## src/rtl/cca_pkg.sv

```systemverilog
`timescale 1ns / 1ps
package cca_pkg;

  // Time unit limits.
  localparam logic [20:0] US_PER_SEC    = 21'd1000000;
  localparam logic [6:0]  SEC_PER_MIN   = 7'd60;
  localparam logic [7:0]  MIN_PER_HOUR  = 8'd60;
  localparam logic [5:0]  HOURS_PER_DAY = 6'd24;
  localparam logic [4:0]  MONTHS_PER_YR = 5'd12;
  localparam logic [13:0] YEAR_LAST     = 14'd9999;

  // Reciprocals for the constant divisions of the elapsed time.
  // floor(n / 15625) = (n * RECIP_15625) >> 40 for any 26-bit n.
  localparam logic [26:0] RECIP_15625 = 27'd70368745;
  // floor(n / 15) = (n * RECIP_15) >> 15 for any 11-bit n.
  localparam logic [11:0] RECIP_15    = 12'd2185;

  // Configuration register indexes.
  localparam int unsigned CFG_IDX_W = 3;
  localparam logic [CFG_IDX_W-1:0] REG_START_YEAR   = 3'd0;
  localparam logic [CFG_IDX_W-1:0] REG_START_MONTH  = 3'd1;
  localparam logic [CFG_IDX_W-1:0] REG_START_DAY    = 3'd2;
  localparam logic [CFG_IDX_W-1:0] REG_START_HOUR   = 3'd3;
  localparam logic [CFG_IDX_W-1:0] REG_START_MINUTE = 3'd4;
  localparam int unsigned CFG_DATA_W = 14;

  // Reset values of the start registers.
  localparam logic [13:0] RST_YEAR   = 14'd2016;
  localparam logic [3:0]  RST_MONTH  = 4'd1;
  localparam logic [4:0]  RST_DAY    = 5'd1;
  localparam logic [4:0]  RST_HOUR   = 5'd0;
  localparam logic [5:0]  RST_MINUTE = 6'd0;

  // Full date and time.
  typedef struct packed {
    logic [13:0] year;
    logic [3:0]  month;
    logic [4:0]  day;
    logic [4:0]  hour;
    logic [5:0]  minute;
    logic [5:0]  second;
    logic [19:0] micro;
  } cca_time_t;

  // Elapsed time split into whole minutes, seconds and microseconds.
  typedef struct packed {
    logic [6:0]  minutes;
    logic [5:0]  seconds;
    logic [19:0] micros;
  } cca_split_t;

  // Month length; months outside 1..12 count as 31 days.
  function automatic logic [4:0] days_in_month(input logic [13:0] year,
                                               input logic [3:0]  month);
    logic [4:0] len;
    case (month) inside
      4'd2: begin
        len = (year[1:0] == 2'd0) ? 5'd29 : 5'd28;
      end
      4'd4, 4'd6, 4'd9, 4'd11: begin
        len = 5'd30;
      end
      default: begin
        len = 5'd31;
      end
    endcase
    return len;
  endfunction

endpackage

```

## src/rtl/cca_split.sv

```systemverilog
`timescale 1ns / 1ps
module cca_split
  import cca_pkg::*;
(
  input  logic        clk_i,
  input  logic        rst_ni,
  input  logic        in_valid_i,
  output logic        in_ready_o,
  input  logic [31:0] elapsed_us_i,
  output logic        out_valid_o,
  input  logic        out_ready_i,
  output cca_split_t  out_split_o
);

  logic        v1_q, v2_q, v3_q, v4_q;
  logic        rdy1, rdy2, rdy3, rdy4;
  logic [31:0] x1_q, x2_q;
  logic [52:0] prod1_d, prod1_q;
  logic [12:0] q2_d, q2_q, q3_q;
  logic [31:0] qm2_d, qm2_q;
  logic [19:0] us3_d, us3_q;
  logic [22:0] prod3_d, prod3_q;
  logic [6:0]  min4;
  cca_split_t  split4_d, split4_q;

  // Each stage moves on when its slot is empty or its successor moves.
  assign rdy4 = !v4_q || out_ready_i;
  assign rdy3 = !v3_q || rdy4;
  assign rdy2 = !v2_q || rdy3;
  assign rdy1 = !v1_q || rdy2;
  assign in_ready_o = rdy1;

  // Seconds quotient: x / 1000000 = (x >> 6) / 15625.
  assign prod1_d = 53'(elapsed_us_i[31:6]) * 53'(RECIP_15625);

  assign q2_d  = prod1_q[52:40];
  assign qm2_d = 32'(q2_d * 32'(US_PER_SEC));

  assign us3_d   = 20'(x2_q - qm2_q);
  assign prod3_d = 23'(q2_q[12:2]) * 23'(RECIP_15);

  // Minutes = seconds / 60 = (seconds >> 2) / 15.
  assign min4             = prod3_q[21:15];
  assign split4_d.minutes = min4;
  assign split4_d.seconds = 6'(q3_q - 13'(min4) * 13'(SEC_PER_MIN));
  assign split4_d.micros  = us3_q;

  always_ff @(posedge clk_i or negedge rst_ni) begin
    if (!rst_ni) begin
      v1_q <= 1'b0;
      v2_q <= 1'b0;
      v3_q <= 1'b0;
      v4_q <= 1'b0;
    end else begin
      if (rdy1) v1_q <= in_valid_i;
      if (rdy2) v2_q <= v1_q;
      if (rdy3) v3_q <= v2_q;
      if (rdy4) v4_q <= v3_q;
    end
  end

  always_ff @(posedge clk_i) begin
    if (rdy1 && in_valid_i) begin
      x1_q    <= elapsed_us_i;
      prod1_q <= prod1_d;
    end
    if (rdy2 && v1_q) begin
      x2_q  <= x1_q;
      q2_q  <= q2_d;
      qm2_q <= qm2_d;
    end
    if (rdy3 && v2_q) begin
      us3_q   <= us3_d;
      q3_q    <= q2_q;
      prod3_q <= prod3_d;
    end
    if (rdy4 && v3_q) begin
      split4_q <= split4_d;
    end
  end

  assign out_valid_o = v4_q;
  assign out_split_o = split4_q;

endmodule

```

## src/rtl/cca_advance.sv

```systemverilog
`timescale 1ns / 1ps
module cca_advance
  import cca_pkg::*;
(
  input  cca_time_t  cur_i,
  input  cca_split_t split_i,
  output cca_time_t  nxt_o
);

  logic [20:0] us_sum;
  logic        c_sec;
  logic [6:0]  sec_sum;
  logic        c_min;
  logic [7:0]  min_sum;
  logic [1:0]  c_hour;
  logic [5:0]  hour_sum;
  logic        c_day;
  logic [5:0]  day_inc;
  logic [4:0]  month_inc;
  logic [4:0]  dim;

  always_comb begin
    nxt_o = cur_i;

    // The split seconds and microseconds are in range, so those sums wrap at most
    // once; minutes may carry twice, since the split minutes can exceed 59.
    us_sum = 21'(cur_i.micro) + 21'(split_i.micros);
    c_sec  = (us_sum >= US_PER_SEC);
    nxt_o.micro = c_sec ? 20'(us_sum - US_PER_SEC) : us_sum[19:0];

    sec_sum = 7'(cur_i.second) + 7'(split_i.seconds) + 7'(c_sec);
    c_min   = (sec_sum >= SEC_PER_MIN);
    nxt_o.second = c_min ? 6'(sec_sum - SEC_PER_MIN) : sec_sum[5:0];

    min_sum = 8'(cur_i.minute) + 8'(split_i.minutes) + 8'(c_min);
    if (min_sum >= 8'(2 * MIN_PER_HOUR)) begin
      c_hour       = 2'd2;
      nxt_o.minute = 6'(min_sum - 8'(2 * MIN_PER_HOUR));
    end else if (min_sum >= MIN_PER_HOUR) begin
      c_hour       = 2'd1;
      nxt_o.minute = 6'(min_sum - MIN_PER_HOUR);
    end else begin
      c_hour       = 2'd0;
      nxt_o.minute = min_sum[5:0];
    end

    hour_sum = 6'(cur_i.hour) + 6'(c_hour);
    c_day    = (hour_sum >= HOURS_PER_DAY);
    nxt_o.hour = c_day ? 5'(hour_sum - HOURS_PER_DAY) : hour_sum[4:0];

    // At most one day carry per item; the month length is that of the
    // month the day is in before it advances.
    dim       = days_in_month(cur_i.year, cur_i.month);
    day_inc   = 6'(cur_i.day) + 6'd1;
    month_inc = 5'(cur_i.month) + 5'd1;
    if (c_day) begin
      if (day_inc > 6'(dim)) begin
        nxt_o.day = 5'd1;
        if (month_inc > MONTHS_PER_YR) begin
          nxt_o.month = 4'(month_inc - MONTHS_PER_YR);
          nxt_o.year  = (cur_i.year >= YEAR_LAST) ? 14'd0 : 14'(cur_i.year + 14'd1);
        end else begin
          nxt_o.month = month_inc[3:0];
        end
      end else begin
        nxt_o.day = day_inc[4:0];
      end
    end
  end

endmodule

```

## src/rtl/calendar_clock_advance.sv

```systemverilog
`timescale 1ns / 1ps
// Calendar clock advanced by elapsed time.
//
// Input channel: each transfer on in_valid_i / in_stall_o carries elapsed_us_i,
// the microseconds gone by since the previous transfer. Output channel: one
// transfer on out_valid_o / out_stall_i per input item, giving the full date
// and time after that item has been added.
//
// An input transfer loads the first of four stages that split the elapsed time
// with reciprocal multiplies; after the fourth stage the result register adds
// the split to the stored time and carries up through hours, days, months and
// years. Throughput is one item per cycle while the receiver does not stall.
// The date and time registers are the result register, so the only loop is
// that single add-and-carry step.
//
// When the receiver stalls, the result holds and the pipeline keeps filling
// its empty stages; in_stall_o rises once all of them hold an item.
// Reset loads 2016-01-01 00:00:00.000000. A write on the configuration channel
// updates one start register and reloads the whole time from the start values,
// with seconds and microseconds at zero. Writes to other indexes are ignored.
module calendar_clock_advance
  import cca_pkg::*;
(
  input  logic                  clk_i,
  input  logic                  rst_ni,
  input  logic                  in_valid_i,
  output logic                  in_stall_o,
  input  logic [31:0]           elapsed_us_i,
  output logic                  out_valid_o,
  input  logic                  out_stall_i,
  output logic [13:0]           out_year_o,
  output logic [3:0]            out_month_o,
  output logic [4:0]            out_day_o,
  output logic [4:0]            out_hour_o,
  output logic [5:0]            out_minute_o,
  output logic [5:0]            out_second_o,
  output logic [19:0]           out_microsecond_o,
  input  logic                  cfg_valid_i,
  output logic                  cfg_ready_o,
  input  logic [CFG_IDX_W-1:0]  cfg_index_i,
  input  logic [CFG_DATA_W-1:0] cfg_data_i
);

  logic       split_ready;
  logic       split_valid;
  logic       in_ready;
  cca_split_t split;
  cca_time_t  now_q, now_adv;
  cca_time_t  start_d, start_q;
  logic       start_wr;
  logic       res_ready;
  logic       res_load;
  logic       out_valid_q;

  cca_split u_split (
    .clk_i        (clk_i),
    .rst_ni       (rst_ni),
    .in_valid_i   (in_valid_i),
    .in_ready_o   (in_ready),
    .elapsed_us_i (elapsed_us_i),
    .out_valid_o  (split_valid),
    .out_ready_i  (split_ready),
    .out_split_o  (split)
  );

  cca_advance u_advance (
    .cur_i   (now_q),
    .split_i (split),
    .nxt_o   (now_adv)
  );

  assign in_stall_o = !in_ready;

  // The result register takes a new item when it is empty or its result
  // is leaving in this cycle.
  assign res_ready   = !out_valid_q || !out_stall_i;
  assign res_load    = split_valid && res_ready;
  assign split_ready = res_ready;

  // Configuration writes are always taken. Only the start fields of the
  // struct are used; second and micro stay zero.
  assign cfg_ready_o = 1'b1;

  always_comb begin
    start_d  = start_q;
    start_wr = 1'b0;
    if (cfg_valid_i) begin
      unique case (cfg_index_i)
        REG_START_YEAR: begin
          start_d.year = cfg_data_i[13:0];
          start_wr     = 1'b1;
        end
        REG_START_MONTH: begin
          start_d.month = cfg_data_i[3:0];
          start_wr      = 1'b1;
        end
        REG_START_DAY: begin
          start_d.day = cfg_data_i[4:0];
          start_wr    = 1'b1;
        end
        REG_START_HOUR: begin
          start_d.hour = cfg_data_i[4:0];
          start_wr     = 1'b1;
        end
        REG_START_MINUTE: begin
          start_d.minute = cfg_data_i[5:0];
          start_wr       = 1'b1;
        end
        default: begin
          start_wr = 1'b0;
        end
      endcase
    end
    start_d.second = 6'd0;
    start_d.micro  = 20'd0;
  end

  always_ff @(posedge clk_i or negedge rst_ni) begin
    if (!rst_ni) begin
      start_q     <= '{year: RST_YEAR, month: RST_MONTH, day: RST_DAY, hour: RST_HOUR,
                       minute: RST_MINUTE, second: 6'd0, micro: 20'd0};
      now_q       <= '{year: RST_YEAR, month: RST_MONTH, day: RST_DAY, hour: RST_HOUR,
                       minute: RST_MINUTE, second: 6'd0, micro: 20'd0};
      out_valid_q <= 1'b0;
    end else begin
      if (start_wr) begin
        start_q <= start_d;
        now_q   <= start_d;
      end else if (res_load) begin
        now_q <= now_adv;
      end
      if (res_load) begin
        out_valid_q <= 1'b1;
      end else if (!out_stall_i) begin
        out_valid_q <= 1'b0;
      end
    end
  end

  assign out_valid_o       = out_valid_q;
  assign out_year_o        = now_q.year;
  assign out_month_o       = now_q.month;
  assign out_day_o         = now_q.day;
  assign out_hour_o        = now_q.hour;
  assign out_minute_o      = now_q.minute;
  assign out_second_o      = now_q.second;
  assign out_microsecond_o = now_q.micro;

endmodule
```

## config.mk

```make
export PLATFORM = sky130hd
export DESIGN_NAME = calendar_clock_advance
export DESIGN_NICKNAME = d
export VERILOG_FILES = /design/src/rtl/cca_pkg.sv /design/src/rtl/cca_split.sv /design/src/rtl/cca_advance.sv /design/src/rtl/calendar_clock_advance.sv
export SDC_FILE = /design/constraint.sdc
export NUM_CORES = 1
export LEC_CHECK = 0
export BUFFER_PORTS_ARGS = -buffer_cell sky130_fd_sc_hd__buf_2
export CAP_MARGIN = 0
export CORE_MARGIN = 2
export CORE_UTILIZATION = 55
export DETAILED_ROUTE_END_ITERATION = 10
export PLACE_DENSITY_LB_ADDON = 0.05
export SYNTH_ARGS = -nofsm -noshare
export SYNTH_HDL_FRONTEND = slang
export SYNTH_HIERARCHICAL = 1
export SYNTH_SLANG_ARGS = --single-unit
```

## constraint.sdc

```tcl
create_clock -name clk_i -period 26.1 [get_ports clk_i]
set_clock_uncertainty 0.1 [all_clocks]
set_input_delay 3.915 -clock clk_i [delete_from_list [all_inputs] [get_ports clk_i]]
set_output_delay 3.915 -clock clk_i [all_outputs]
set_load 0.005 [all_outputs]
```

### After elaboration in Yosys (flattened, before gate mapping)

Index checks and enable logic that the tools add are counted.
W data, S select, Z words.

| storage, ports and cells | value |
|---|---|
| bits in registers | 300 |
| output and inout bits | 63 |
| logic and storage cells | 123 |

| operators by class | value |
|---|---|
| add/sub/neg operators | 17 |
| multipliers | 4 |
| $lt $le $gt $ge | 8 |
| equal/unequal tests | 10 |
| multiplexer cells | 28 |
| reduce and logical (&&, ||, !) cells | 28 |

Operators by type and width:

| operator | count |
|---|---|
| $mux W60 | 2 |
| $mul A26 B27 Y53 const B | 1 |
| $mux W14 | 3 |
| $mux W34 | 1 |
| $mux W5 | 5 |
| $mux W6 | 4 |
| $mux W23 | 1 |
| $mul A11 B12 Y22 const B | 1 |
| $add A20 B20 Y21 | 1 |
| $ge A21 B20 Y1 const B | 1 |
| $mux W20 | 1 |
| $sub A20 B20 Y20 | 1 |
| $sub A20 B20 Y20 const B | 1 |
| $mux W18 | 1 |
| $sub A6 B6 Y6 const B | 3 |
| $add A14 B1 Y14 const B | 1 |
| $ge A14 B14 Y1 const B | 1 |
| $mul A13 B14 Y14 const B | 1 |
| $add A6 B7 Y8 | 1 |
| $add A8 B1 Y8 | 1 |
| $eq A4 B3 Y1 const B | 2 |
| $eq A4 B4 Y1 const B | 2 |
| $ge A8 B6 Y1 const B | 1 |
| $ge A8 B7 Y1 const B | 1 |
| other kinds (32) | 57 |

### Longest topological paths before layout

Gate-level depths: netlist of the first run.

| logic depth | value |
|---|---|
| depth after elaboration | 13 |
| gate-level depth with buffers | 46 |
| mapped depth without buffers | 44 |

### Cells and area by module

Netlist of the first run, hierarchy kept.

Modules (own cells, without submodules):

| module | instances | cells an instance | area each (sq um) | seq. area each (sq um) |
|---|---|---|---|---|
| cca_split | 1 | 1479 | 17405.4 | 4394.2 |
| calendar_clock_advance | 1 | 467 | 4644.5 | 2397.3 |
| cca_advance | 1 | 466 | 3370.7 | 0.0 |

### Worst setup path before layout of the first run

Ideal clock, no wire load.

| timing | value |
|---|---|
| path type | input port to flip-flop |
| start | in elapsed_us_i[14] |
| end | reg u_split.prod1_q[52] (data pin) |
| library setup time | 258 ps |
| arrival | 9675 ps |
| data required time | 25742 ps |
| path slack | 16067 ps |
| stages on the path | 23 |
| cells stage by stage | inv_1 fa_1 inv_1 fa_1 inv_1 fa_1 inv_1 fa_1 fa_1 fa_1 inv_1 fa_1 inv_1 ha_1 a21o_1 a21o_1 a21oi_1 o2111ai_2 o2111ai_2 a31oi_2 a221o_2 a31oi_1 xnor2_1 |

| on the way | value |
|---|---|
| longest elaborated chain between the ends | 1 |

RTL lines:

| what | RTL line | RTL |
|---|---|---|
| start, declared | calendar_clock_advance.sv:28 | `input logic [31:0] elapsed_us_i,` |
| $mul A26 B27 Y53 | cca_split.sv:34 | `assign prod1_d = 53'(elapsed_us_i[31:6]) * 53'(RECIP_15625);` |
| via u_split.prod1_d[52] | cca_split.sv:18 | `logic [52:0] prod1_d, prod1_q;` |
| end signal, assigned | cca_split.sv:65 | `prod1_q <= prod1_d;` |
| end, declared | cca_split.sv:18 |  |

The timed path passes the listed nets, and every way through them passes these cells.
A chain may end at the register's enable or synchronous reset.

### Worst setup path in the final report of the first run

| timing | value |
|---|---|
| start | reg now_q, in the netlist out_microsecond_o[0] |
| end | reg now_q, in the netlist out_year_o[12] |

| on the way | value |
|---|---|
| longest elaborated chain between the ends | 12 |
| elaborated cells on any way between the ends | 13 |
| those cells by class | add/sub (4); order compare (5); mux (2); reduce/logical (2) |

RTL lines:

| what | RTL line | RTL |
|---|---|---|
| start, declared | calendar_clock_advance.sv:48 | `cca_time_t now_q, now_adv;` |
| start signal, assigned | calendar_clock_advance.sv:122 | `now_q <= '{year: RST_YEAR, month: RST_MONTH, day: RST_DAY, hour: RST_HOUR,` |
| start signal, assigned | calendar_clock_advance.sv:128 | `now_q <= start_d;` |
| start signal, assigned | calendar_clock_advance.sv:130 | `now_q <= now_adv;` |
| $add A20 B20 Y21 (*) | cca_advance.sv:27 | `us_sum = 21'(cur_i.micro) + 21'(split_i.micros);` |
| $ge A21 B20 Y1 (*) | cca_advance.sv:28 | `c_sec = (us_sum >= US_PER_SEC);` |
| $add A7 B1 Y7 (*) | cca_advance.sv:31 | `sec_sum = 7'(cur_i.second) + 7'(split_i.seconds) + 7'(c_sec);` |
| $ge A7 B6 Y1 (*) | cca_advance.sv:32 | `c_min = (sec_sum >= SEC_PER_MIN);` |
| $add A8 B1 Y8 (*) | cca_advance.sv:35 | `min_sum = 8'(cur_i.minute) + 8'(split_i.minutes) + 8'(c_min);` |
| $ge A8 B6 Y1 | cca_advance.sv:39 | `end else if (min_sum >= MIN_PER_HOUR) begin` |
| $mux W1 | cca_advance.sv:39 |  |
| $mux W2 (*) | cca_advance.sv:36 | `if (min_sum >= 8'(2 * MIN_PER_HOUR)) begin` |
| $add A5 B2 Y6 (*) | cca_advance.sv:47 | `hour_sum = 6'(cur_i.hour) + 6'(c_hour);` |
| $ge A6 B5 Y1 (*) | cca_advance.sv:48 | `c_day = (hour_sum >= HOURS_PER_DAY);` |
| $reduce_bool A2 Y1 (no line) (*) | n/a |  |
| $reduce_and A4 Y1 (no line) (*) | n/a |  |

Mark *: on every way between the ends. The rest lies on a longest branch, timed or not.

==> summary.md, run 1 <==
| Metric | Value |
|---|---|
| Final instance area | approximately 27,000 sq um |
| Clock-pin transition on the worst setup and hold timing paths | 0.06 ns |
| Top FF cell, synth | edfxtp_1 |
| Nets | 3,220 |
| Ys async rst share | roughly 41% |
| Peak Freq | between 0.08 and 0.09 GHz |
| Drt wl/cell | 18.50 microns |
| Die Area | 47,950 sq um |
| Syn_area_per_cell | ~11 sq um |
| Initial antenna violation count | 2 |
| Syn Nets | approximately 3,100 |
| WP data arrival | 12.07 ns |
| GPL Wtd Cong | around 0.93 |
| Total grt overflow | 0 |
| Setup-failing EPs final | 0 |
| Slowest CP cell | o311ai_2 |
| Via count | 17,131 |
| Delay-heaviest family, CP | compound AO/OA/AOI/OAI gates |
| Most used cell, CP | fa_1 |
| CP max stage delay | around 0.66 ns |
| Resized cells post-CTS | 0 |
| Final slew viol count | 0 |
| Final Hold Vio Count | 0 |
| FILL cells | slightly below 4,000 |
| Post-Syn Instances | about 2,400 |
| RSZ-0062 raised after global routing | false |
| First-pass GRT wire length | 94,000 microns |
| Via/cell ratio | roughly 5.5 |
| Sequential fraction of the synthesis area | approximately a quarter |
| Final hold slack | roughly 0.31 ns |
| Worst Max-Slew Pin Slew | between 1 and 1.5 ns |
| Crit Path Category | reg -> reg |
| Worst setup EP type | flop |
| Total Routing Usage GR | approximately 25% |
| Worst setup SP type | flop |
| Max-Cap Viols | 0 |
| Die Width | ~220 microns |
| Routed WL | ~58,000 microns |
| Die height | roughly 220 microns |
| Multi-input gate area | approximately 16,000 sq um |
| Tcrit/Tclk final | 45.01% |
| Syn. warnings | 6 |
| CP Data Required Time | 26.42 ns |
| DRT antenna net count | 0 |
| Crit path buf inv count | 3 |
| Status | finished clean |
| Initial Util | approximately 56% |
| Ports | about 120 |
| Port buffer count | around 120 |
| EDFF count, synth | ~140 |
| Post-CTS setup buffer count | 0 |
| Fin util | 60.11% |
| Post-DP HPWL | between 40,000 and 50,000 microns |
| Synth cell types | 100 |
| Commonest cells after routing, fill and taps aside | inv_1, ha_1, fa_1 |
| 1st-pass router iterations | 5 |
| Pin count of the biggest net entering global routing | 62 |
| Mapped Area | between 20,000 and 30,000 sq um |
| CTS tree | yes |
| Worst-Skew Late Latency | about 0.54 ns |
| FF/Latch Area | between 6000 and 7000 sq um |
| Num rows | 78 |
| Core ar. | 45,480 sq um |
| Clock Tree Buf Depth | 3 |
| Initial DRC count | ~890 |
| Vias in the first global route | approximately 18,000 |
| Critical path peak fanout | 14 |
| Worst min-delay path class | reg -> reg |
| Final Critical Period | roughly 12 ns |
| Layout cells sized above 1 | between 10% and 20% |
| Hold Buf Count CTS | 0 |
| Placed Instance Area | ~26,000 sq um |
| Num CTS Buffers | 26 |
| Clk root buf | clkbuf_16 |
| Slew HR | roughly 28% |
| Clock sink total | 242 |
| Sum of negative setup slack | 0 ns |
| P&R area growth vs syn | 7.545% |
| Commonest non-fill, non-tap cell in the layout | inv_1 |
| H-tree depth | 1 |
| DRC viols | 0 |
| Number of synthesized register bits | ~240 |
## cell type report
type | count | area share (%)
Clock buffer | 31 | 2.604
Multi-Input combinational cell | 1620 | 60.15
Clock inverter | 16 | 0.5172
Sequential cell | 242 | 24.84
Inverter | 495 | 6.796
Tap cell | 600 | 2.746
Antenna cell | 1 | 0.009153
Timing Repair Buffer | 123 | 2.334
## cell usage after synthesis (15+ instances only)
| library cell | n | area (sq um) |
|---|---|---|
| nand3_1 | 20 | 100.1 |
| nor2b_1 | 26 | 162.7 |
| nand2_1 | 154 | 578.1 |
| and3_1 | 28 | 175.2 |
| buf_2 | 24 | 120.1 |
| mux2_2 | 15 | 168.9 |
| xor2_1 | 40 | 350.3 |
| nor3_1 | 16 | 80.08 |
| clkbuf_1 | 16 | 60.06 |
| o21ai_0 | 77 | 385.4 |
| nor2_1 | 62 | 232.7 |
| nand4_1 | 21 | 131.4 |
| edfxtp_1 | 143 | 4294 |
| xnor2_1 | 69 | 604.3 |
| dfstp_2 | 16 | 420.4 |
| inv_1 | 493 | 1851 |
| fa_1 | 262 | 5245 |
| dfrtp_1 | 83 | 2077 |
| a2bb2oi_1 | 24 | 210.2 |
| a21o_1 | 43 | 322.8 |
| nand2b_1 | 20 | 125.1 |
| a21oi_1 | 97 | 485.5 |
| ha_1 | 396 | 4955 |
## sequential cells by signal, indices dropped and copies added (netlist names), 4 cells and up
name and cells:
out_day_o 5, out_hour_o 5, out_microsecond_o 20, out_minute_o 6
out_month_o 4, out_second_o 6, out_year_o 14, start_q 34
u_split/out_split_o 33, u_split/prod1_q 13, u_split/prod3_q 7, u_split/q2_q 13
u_split/q3_q 6, u_split/qm2_q 11, u_split/us3_q 20, u_split/x1_q 20
u_split/x2_q 20
## worst register-to-register path, delay by kind of cell (launching register included)
family,cells,cell delay (ns)
AOI/OAI and AO/OA,18,5.05
adders and majority gates,8,2.76
and+or+nand+nor,10,2.66
xor gates and xnor gates,3,0.43
DFF,1,0.40
buffers and inverters,3,0.25
## cells by family after synthesis
group	share of synthesized area, %
buffers and inverters	8.623
other	0.01475
xor gates and xnor gates	3.755
adders and majority gates	40.17
and+or+nand+nor	7.900
AOI/OAI and AO/OA	11.55
muxes	1.270
DFF	26.72
## final timing paths
check,from,cells after the start,endpoint,slack (ns)
worst max-delay path,out_microsecond_o[0],42,out_year_o[12],14.35
worst min-delay path,u_split/prod3_q[21],0,u_split/out_split_o[32],0.31
worst max register to register,out_microsecond_o[0],42,out_year_o[12],14.35
worst min register to register,u_split/prod3_q[21],0,u_split/out_split_o[32],0.31
max in group asynchronous,rst_ni,2,start_q[31],21.44
min in group asynchronous,rst_ni,1,out_day_o[3],3.28
## routing by layer
layer	track usage (%)	part of all wire, %
met1	34.05	45
met2	43.11	49
met3	1.871	3.7
met4	6.464	2.5
met5	0	0.022
## through the flow
| stage | cells | setup WS (ns) |
|---|---|---|
| detailed placement | 3080 | 14.44 |
| floorplan | 2412 | 16.07 |
| global route | 3128 | 13.47 |
| CTS | 3127 | 14.41 |
| finish | 3128 | 14.35 |
| global placement | 3080 | 14.72 |
Power of run 1 is left out: the tool's default activity adds up to more than one toggle a clock period on the data nets, which glitch-free logic cannot reach.
==> run 2, diff against run 1 <==
==> constraint.sdc (replaced) <==
create_clock -name clk_i -period 11.7 [get_ports clk_i]
set_clock_uncertainty 0.1 [all_clocks]
set_input_delay 1.755 -clock clk_i [delete_from_list [all_inputs] [get_ports clk_i]]
set_output_delay 1.755 -clock clk_i [all_outputs]
set_load 0.005 [all_outputs]
==> summary.md, run 2 (synthesized netlist as in run 1, its figures left out) <==
| Metric | Value |
|---|---|
| Total Routing Usage GR | 24.76% (-0.16 points) |
| Core ar. | 45,480 sq um (unchanged) |
| First-pass GRT wire length | 93,740 microns (-0.28%) |
| Fin util | 60.22% (+0.11 points) |
| Die height | 219.0 microns (unchanged) |
| DRC viols | 0 (unchanged) |
| Commonest cells after routing, fill and taps aside | inv_1, ha_1, fa_1 |
| FILL cells | 3,927 (+0.46%) |
| Final Hold Vio Count | 0 (unchanged) |
| Final Critical Period | 10.71 ns (-1.040 ns) |
| Ports | 117 (unchanged) |
| CP max stage delay | 0.56 ns (-0.10 ns) |
| Via/cell ratio | 5.460 (-0.31%) |
| Worst setup SP type | flop |
| Worst Max-Slew Pin Slew | 1.116 ns (+0.03657 ns) |
| Worst-Skew Late Latency | 0.53 ns (about the same) |
| Port buffer count | 115 (unchanged) |
| RR Endpoint | out_year_o[12] |
| Status | finished clean |
| Worst setup EP type | flop |
| R2R setup slack | 0.99 ns (-13.36 ns) |
| Critical path peak fanout | 14 (unchanged) |
| CP Data Required Time | 12.00 ns (-14.42 ns) |
| Via count | 17,094 (-0.22%) |
| Total grt overflow | 0 (unchanged) |
| Reg2reg path depth | 45 (+7.1%) |
| Clk root buf | clkbuf_16 |
| Peak Freq | 0.09340 GHz (+9.7%) |
| Num rows | 78 (unchanged) |
| Layout cells sized above 1 | 10.68% (+0.23 points) |
| Hold EP | u_split/out_split_o[14] |
| Worst min-delay path class | reg -> reg |
| Post-DP HPWL | 46,400 microns (-2.4%) |
| Clock-pin transition on the worst setup and hold timing paths | 0.07 ns (about the same) |
| Slew HR | 25.63% (-2.4 points) |
| H-tree depth | 1 (unchanged) |
| Slowest CP cell | or4_4 |
| Final hold slack | 0.3140 ns (+0.001198 ns) |
| WP data arrival | 11.00 ns (-1.07 ns) |
| RSZ-0062 raised after global routing | false |
| Drt wl/cell | 18.06 microns (-2.4%) |
| Die Area | 47,950 sq um (unchanged) |
| P&R area growth vs syn | 7.742% |
| DRT antenna net count | 0 (unchanged) |
| Worst R2R Start | out_microsecond_o[0] |
| Initial DRC count | 911 (+2.6%) |
| Commonest non-fill, non-tap cell in the layout | inv_1 |
| Worst Setup Slack, final | 0.9931 ns (-13.36 ns) |
| 1st-pass router iterations | 5 (unchanged) |
| Final slew viol count | 0 (unchanged) |
| Vias in the first global route | 17,977 (+1.9%) |
| Nets | 3,223 (+0.093%) |
| Crit Path Category | reg -> reg |
| Hold Buf Count CTS | 0 (unchanged) |
| Largest Register | start_q |
| FF/Latch Area | 6792 sq um (unchanged) |
| Sum of negative setup slack | 0 ns (unchanged) |
| Multi-input gate area | 16,440 sq um (unchanged) |
| Setup-failing EPs final | 0 (unchanged) |
| Pre-CTS WS | 1.040 ns (-13.40 ns) |
| Routed WL | 56,550 microns (-2.3%) |
| GPL Wtd Cong | 0.9213 (-0.58%) |
| Number of flip-flops in the largest register | 34 (unchanged) |
| Pin count of the biggest net entering global routing | 61 (-1.6%) |
| Most used cell, CP | fa_1 |
| Clock sink total | 242 (unchanged) |
| Worst hold path depth | 0 (unchanged) |
| CTS tree | yes |
| Resized cells post-CTS | 0 (unchanged) |
| Hold_sp | u_split/us3_q[14] |
| Initial antenna violation count | 2 (unchanged) |
| Die Width | 219.0 microns (unchanged) |
| Num CTS Buffers | 25 (-3.8%) |
| Tcrit/Tclk final | 91.51% (+47 points) |
| Post-CTS setup buffer count | 0 (unchanged) |
| Initial Util | 55.90% (unchanged) |
| Clock Tree Buf Depth | 3 (unchanged) |
| Max-Cap Viols | 0 (unchanged) |
run 2: stage by stage:
stage	std cells	instance area, sq um
2_1_floorplan	2412	25420
3_3_place_gp	3084	26510
3_5_place_dp	3084	26510
4_1_cts	3129	27380
5_1_grt	3130	27390
6_report	3131	27390
run 2: layout make-up:
class	instances	share of cell area [%]
multi-input cells	1620	60.04
clock inverters	18	0.7903
repair buffers	127	2.439
flip-flops and latches	242	24.80
inverters	495	6.784
well taps	600	2.741
clock buffers	27	2.389
diodes	2	0.01827
run 2: per-layer routing:
metal / part of all wire (%) / GRT usage [%] / vias to the layer above / wire length, microns
met5: 0.012 / 0 / - / 7
met4: 2.3 / 5.946 / 2 / 1310
met3: 3.2 / 1.566 / 78 / 1786
met2: 50 / 44.00 / 308 / 28100
met1: 45 / 33.20 / 8438 / 25340
li1: - / - / 8268 / -
run 2: worst max path at each step:
stage	endpoint	slack [ns]	startpoint
detailed placement	out_year_o[12]	1.04	out_microsecond_o[0]
CTS	out_year_o[12]	1.01	out_microsecond_o[0]
floorplan	out_month_o[2]	1.79	out_microsecond_o[0]
finish	out_year_o[12]	0.99	out_microsecond_o[0]
global route	out_year_o[12]	0.21	out_microsecond_o[0]
global placement	out_year_o[12]	1.25	out_microsecond_o[0]
run 2: worst max-delay path: cells and delay by family (launching register included):
kind	cells	cell delay (ns)
AO/OA/AOI/OAI	18	3.74
XOR/XNOR	3	0.41
adder cells (fa/ha/maj)	8	2.74
buffers and inverters	6	0.78
flip-flops	1	0.40
AND/OR/NAND/NOR	10	2.38
Power of run 2 is left out for the same reason.
==> run 3, diff against run 2 <==
--- a/config.mk
+++ b/config.mk
@@ -13,5 +13,4 @@
 export PLACE_DENSITY_LB_ADDON = 0.05
 export SYNTH_ARGS = -nofsm -noshare
 export SYNTH_HDL_FRONTEND = slang
-export SYNTH_HIERARCHICAL = 1
 export SYNTH_SLANG_ARGS = --single-unit
==> summary.md, run 3 <==
| Metric | Value |
|---|---|
| Worst Setup Slack, final | 1.003 ns (+0.009737 ns) |
| Layout cells sized above 1 | 10.88% (+0.20 points) |
| Post-DP HPWL | 43,000 microns (-7.3%) |
| Final Critical Period | 10.70 ns (-0.009737 ns) |
| Status | finished clean |
| Clk root buf | clkbuf_16 |
| Ports | 117 (unchanged) |
| Ys async rst share | 40.91% (unchanged) |
| Worst setup SP type | flop |
| 1st-pass router iterations | 4 (-1) |
| Final slew viol count | 0 (unchanged) |
| Clock-pin transition on the worst setup and hold timing paths | 0.06 ns (about the same) |
| CP max stage delay | 0.54 ns (-0.02 ns) |
| Syn. warnings | 0 (-6) |
| Worst setup EP type | flop |
| DRC viols | 0 (unchanged) |
| Number of flip-flops in the largest register | 34 (unchanged) |
| Top-count cell post-synth | inv_1 |
| First-pass GRT wire length | 85,370 microns (-8.9%) |
| Tcrit/Tclk final | 91.43% (about the same) |
| Routed WL | 51,930 microns (-8.2%) |
| Initial Util | 55.63% (-0.26 points) |
| Synth cell types | 86 (-14%) |
| Commonest cells after routing, fill and taps aside | inv_1, ha_1, fa_1 |
| Drt wl/cell | 17.94 microns (-0.65%) |
| Critical path peak fanout | 26 (+12) |
| Via count | 15,694 (-8.2%) |
| Post-CTS setup buffer count | 0 (unchanged) |
| Die Width | 212.5 microns (-3.0%) |
| CP Data Required Time | 12.01 ns (about the same) |
| Initial antenna violation count | 1 (-1) |
| Crit Path Category | reg -> reg |
| Clock sink total | 242 (unchanged) |
| Syn Nets | 2,879 (-7.8%) |
| Worst min-delay path class | reg -> reg |
| Synth top area share | 22.52% (+1.9 points) |
| Total Routing Usage GR | 24.29% (-0.47 points) |
| Die Area | 45,160 sq um (-5.8%) |
| Largest Register | start_q |
| Vias in the first global route | 16,469 (-8.4%) |
| Initial DRC count | 880 (-3.4%) |
| Peak Freq | 0.09348 GHz (about the same) |
| Hold Buf Count CTS | 0 (unchanged) |
| Port buffer count | 115 (unchanged) |
| Total grt overflow | 0 (unchanged) |
| Worst Max-Slew Pin Slew | 1.121 ns (+0.005220 ns) |
| Worst-Skew Late Latency | 0.54 ns (about the same) |
| Core ar. | 42,980 sq um (-5.5%) |
| H-tree depth | 1 (unchanged) |
| Pre-CTS WS | 0.8457 ns (-0.1939 ns) |
| Commonest non-fill, non-tap cell in the layout | inv_1 |
| P&R area growth vs syn | 8.838% |
| Post-route insts no fill | 2,894 (-7.6%) |
| Sequential fraction of the synthesis area | 28.40% (+1.7 points) |
| Synth area leader | fa_1 |
| EDFF count, synth | 143 (unchanged) |
| Top FF cell, synth | edfxtp_1 |
| Setup-failing EPs final | 0 (unchanged) |
| Most used cell, CP | fa_1 |
| Clock Tree Buf Depth | 3 (unchanged) |
| CTS tree | yes |
| Mapped Area | 23,910 sq um (-5.9%) |
| RSZ-0062 raised after global routing | false |
| WP data arrival | 11.01 ns (about the same) |
| Via/cell ratio | 5.423 (-0.67%) |
| Placed Instance Area | 25,170 sq um (-5.1%) |
| Final instance area | 26,030 sq um (-5.0%) |
| Final Hold Vio Count | 0 (unchanged) |
| Sum of negative setup slack | 0 ns (unchanged) |
| DP Cell Count | 2,844 (-7.8%) |
| Synth area leaders | fa_1, ha_1, edfxtp_1 |
| Pin count of the biggest net entering global routing | 77 (+26%) |
| Post-Syn Instances | 2,165 (-10%) |
| Num CTS Buffers | 27 (+8.0%) |
| Top post-synthesis cells by count | inv_1, ha_1, fa_1 |
| Syn_area_per_cell | 11.04 sq um (+4.8%) |
| Num rows | 76 (-2.6%) |
| GPL Wtd Cong | 0.9367 (+1.7%) |
| Slowest CP cell | or4_1 |
| Die height | 212.5 microns (-3.0%) |
| Number of synthesized register bits | 242 (unchanged) |
| Nets | 3,002 (-6.9%) |
| DRT antenna net count | 0 (unchanged) |
| Slew HR | 24.88% (-0.76 points) |
| Max-Cap Viols | 0 (unchanged) |
run 3: changes by cell type in the layout (fill, tap and decap cells not counted), sizes merged, moves of 11 or more:
cell / change
nand2: -57
inv: -53
a2bb2oi: -29
a21oi: -24
nor2: +21
xnor2: -20
a21o: -17
and3: -16
mux2: +14
nor3: +13
o21ai: -13
xor2: -12
a22o: +11
run 3: path summary, 6_finish.rpt:
path / end / slack [ns] / from / cells past startpoint
max: out_year_o[3] / 1.00 / out_microsecond_o[0] / 45
min: u_split.x2_q[17] / 0.31 / u_split.x1_q[17] / 0
max reg2reg: out_year_o[3] / 1.00 / out_microsecond_o[0] / 45
min reg2reg: u_split.x2_q[17] / 0.31 / u_split.x1_q[17] / 0
max in group asynchronous: start_q[57] / 9.19 / rst_ni / 2
min in group asynchronous: out_second_o[0] / 1.02 / rst_ni / 1
run 3: worst max-delay path, delay by kind of cell (launching register included):
| family | cells | cell delay, ns |
|---|---|---|
| adder cells (fa/ha/maj) | 9 | 2.91 |
| XOR/XNOR | 3 | 0.84 |
| buffers and inverters | 2 | 0.16 |
| AO/OA/AOI/OAI | 14 | 2.79 |
| flip-flops | 1 | 0.36 |
| AND/OR/NAND/NOR | 17 | 3.36 |
run 3: what timing repair did:
| item | in CTS | in global routing |
|---|---|---|
| hold endpoints to repair | 0 | 0 |
| resized for setup | 0 | 1 |
| endpoints found under the setup margin | 0 | 9 |
run 3: metrics by stage:
stage                     utilization (%)  hold WS [ns]
after floorplan                         -        0.3003
after global placement              58.55        0.3015
after detailed placement            58.55        0.3045
after CTS                           60.54        0.3125
after global routing                60.55        0.3209
final                               60.55        0.3117
run 3: cell type report:
| class | count | area, sq um |
|---|---|---|
| Clock buffer | 33 | 708.2 |
| Sequential cell | 242 | 6792 |
| Inverter | 443 | 1663 |
| Multi-Input combinational cell | 1452 | 15350 |
| Timing Repair Buffer | 122 | 630.6 |
| Tap cell | 585 | 732.0 |
| Clock inverter | 16 | 145.1 |
| Antenna cell | 1 | 2.502 |
| Fill cell | 3577 | 16960 |
run 3: kinds of logic after synthesis:
| group | synth area share, % |
|---|---|
| adder cells (fa/ha/maj) | 43.02 |
| buffers and inverters | 7.446 |
| AND/OR/NAND/NOR | 7.331 |
| AO/OA/AOI/OAI | 9.136 |
| flip-flops | 28.40 |
| XOR/XNOR | 2.820 |
| multiplexers | 1.826 |
| other | 0.01568 |
run 3: routing by layer:
metal | GRT usage (%) | routed length, microns
met4 | 6.921 | 1386
met3 | 2.821 | 2222
met5 | 0 | 0
met1 | 32.40 | 22780
met2 | 41.95 | 25550
Power of run 3 is left out for the same reason.
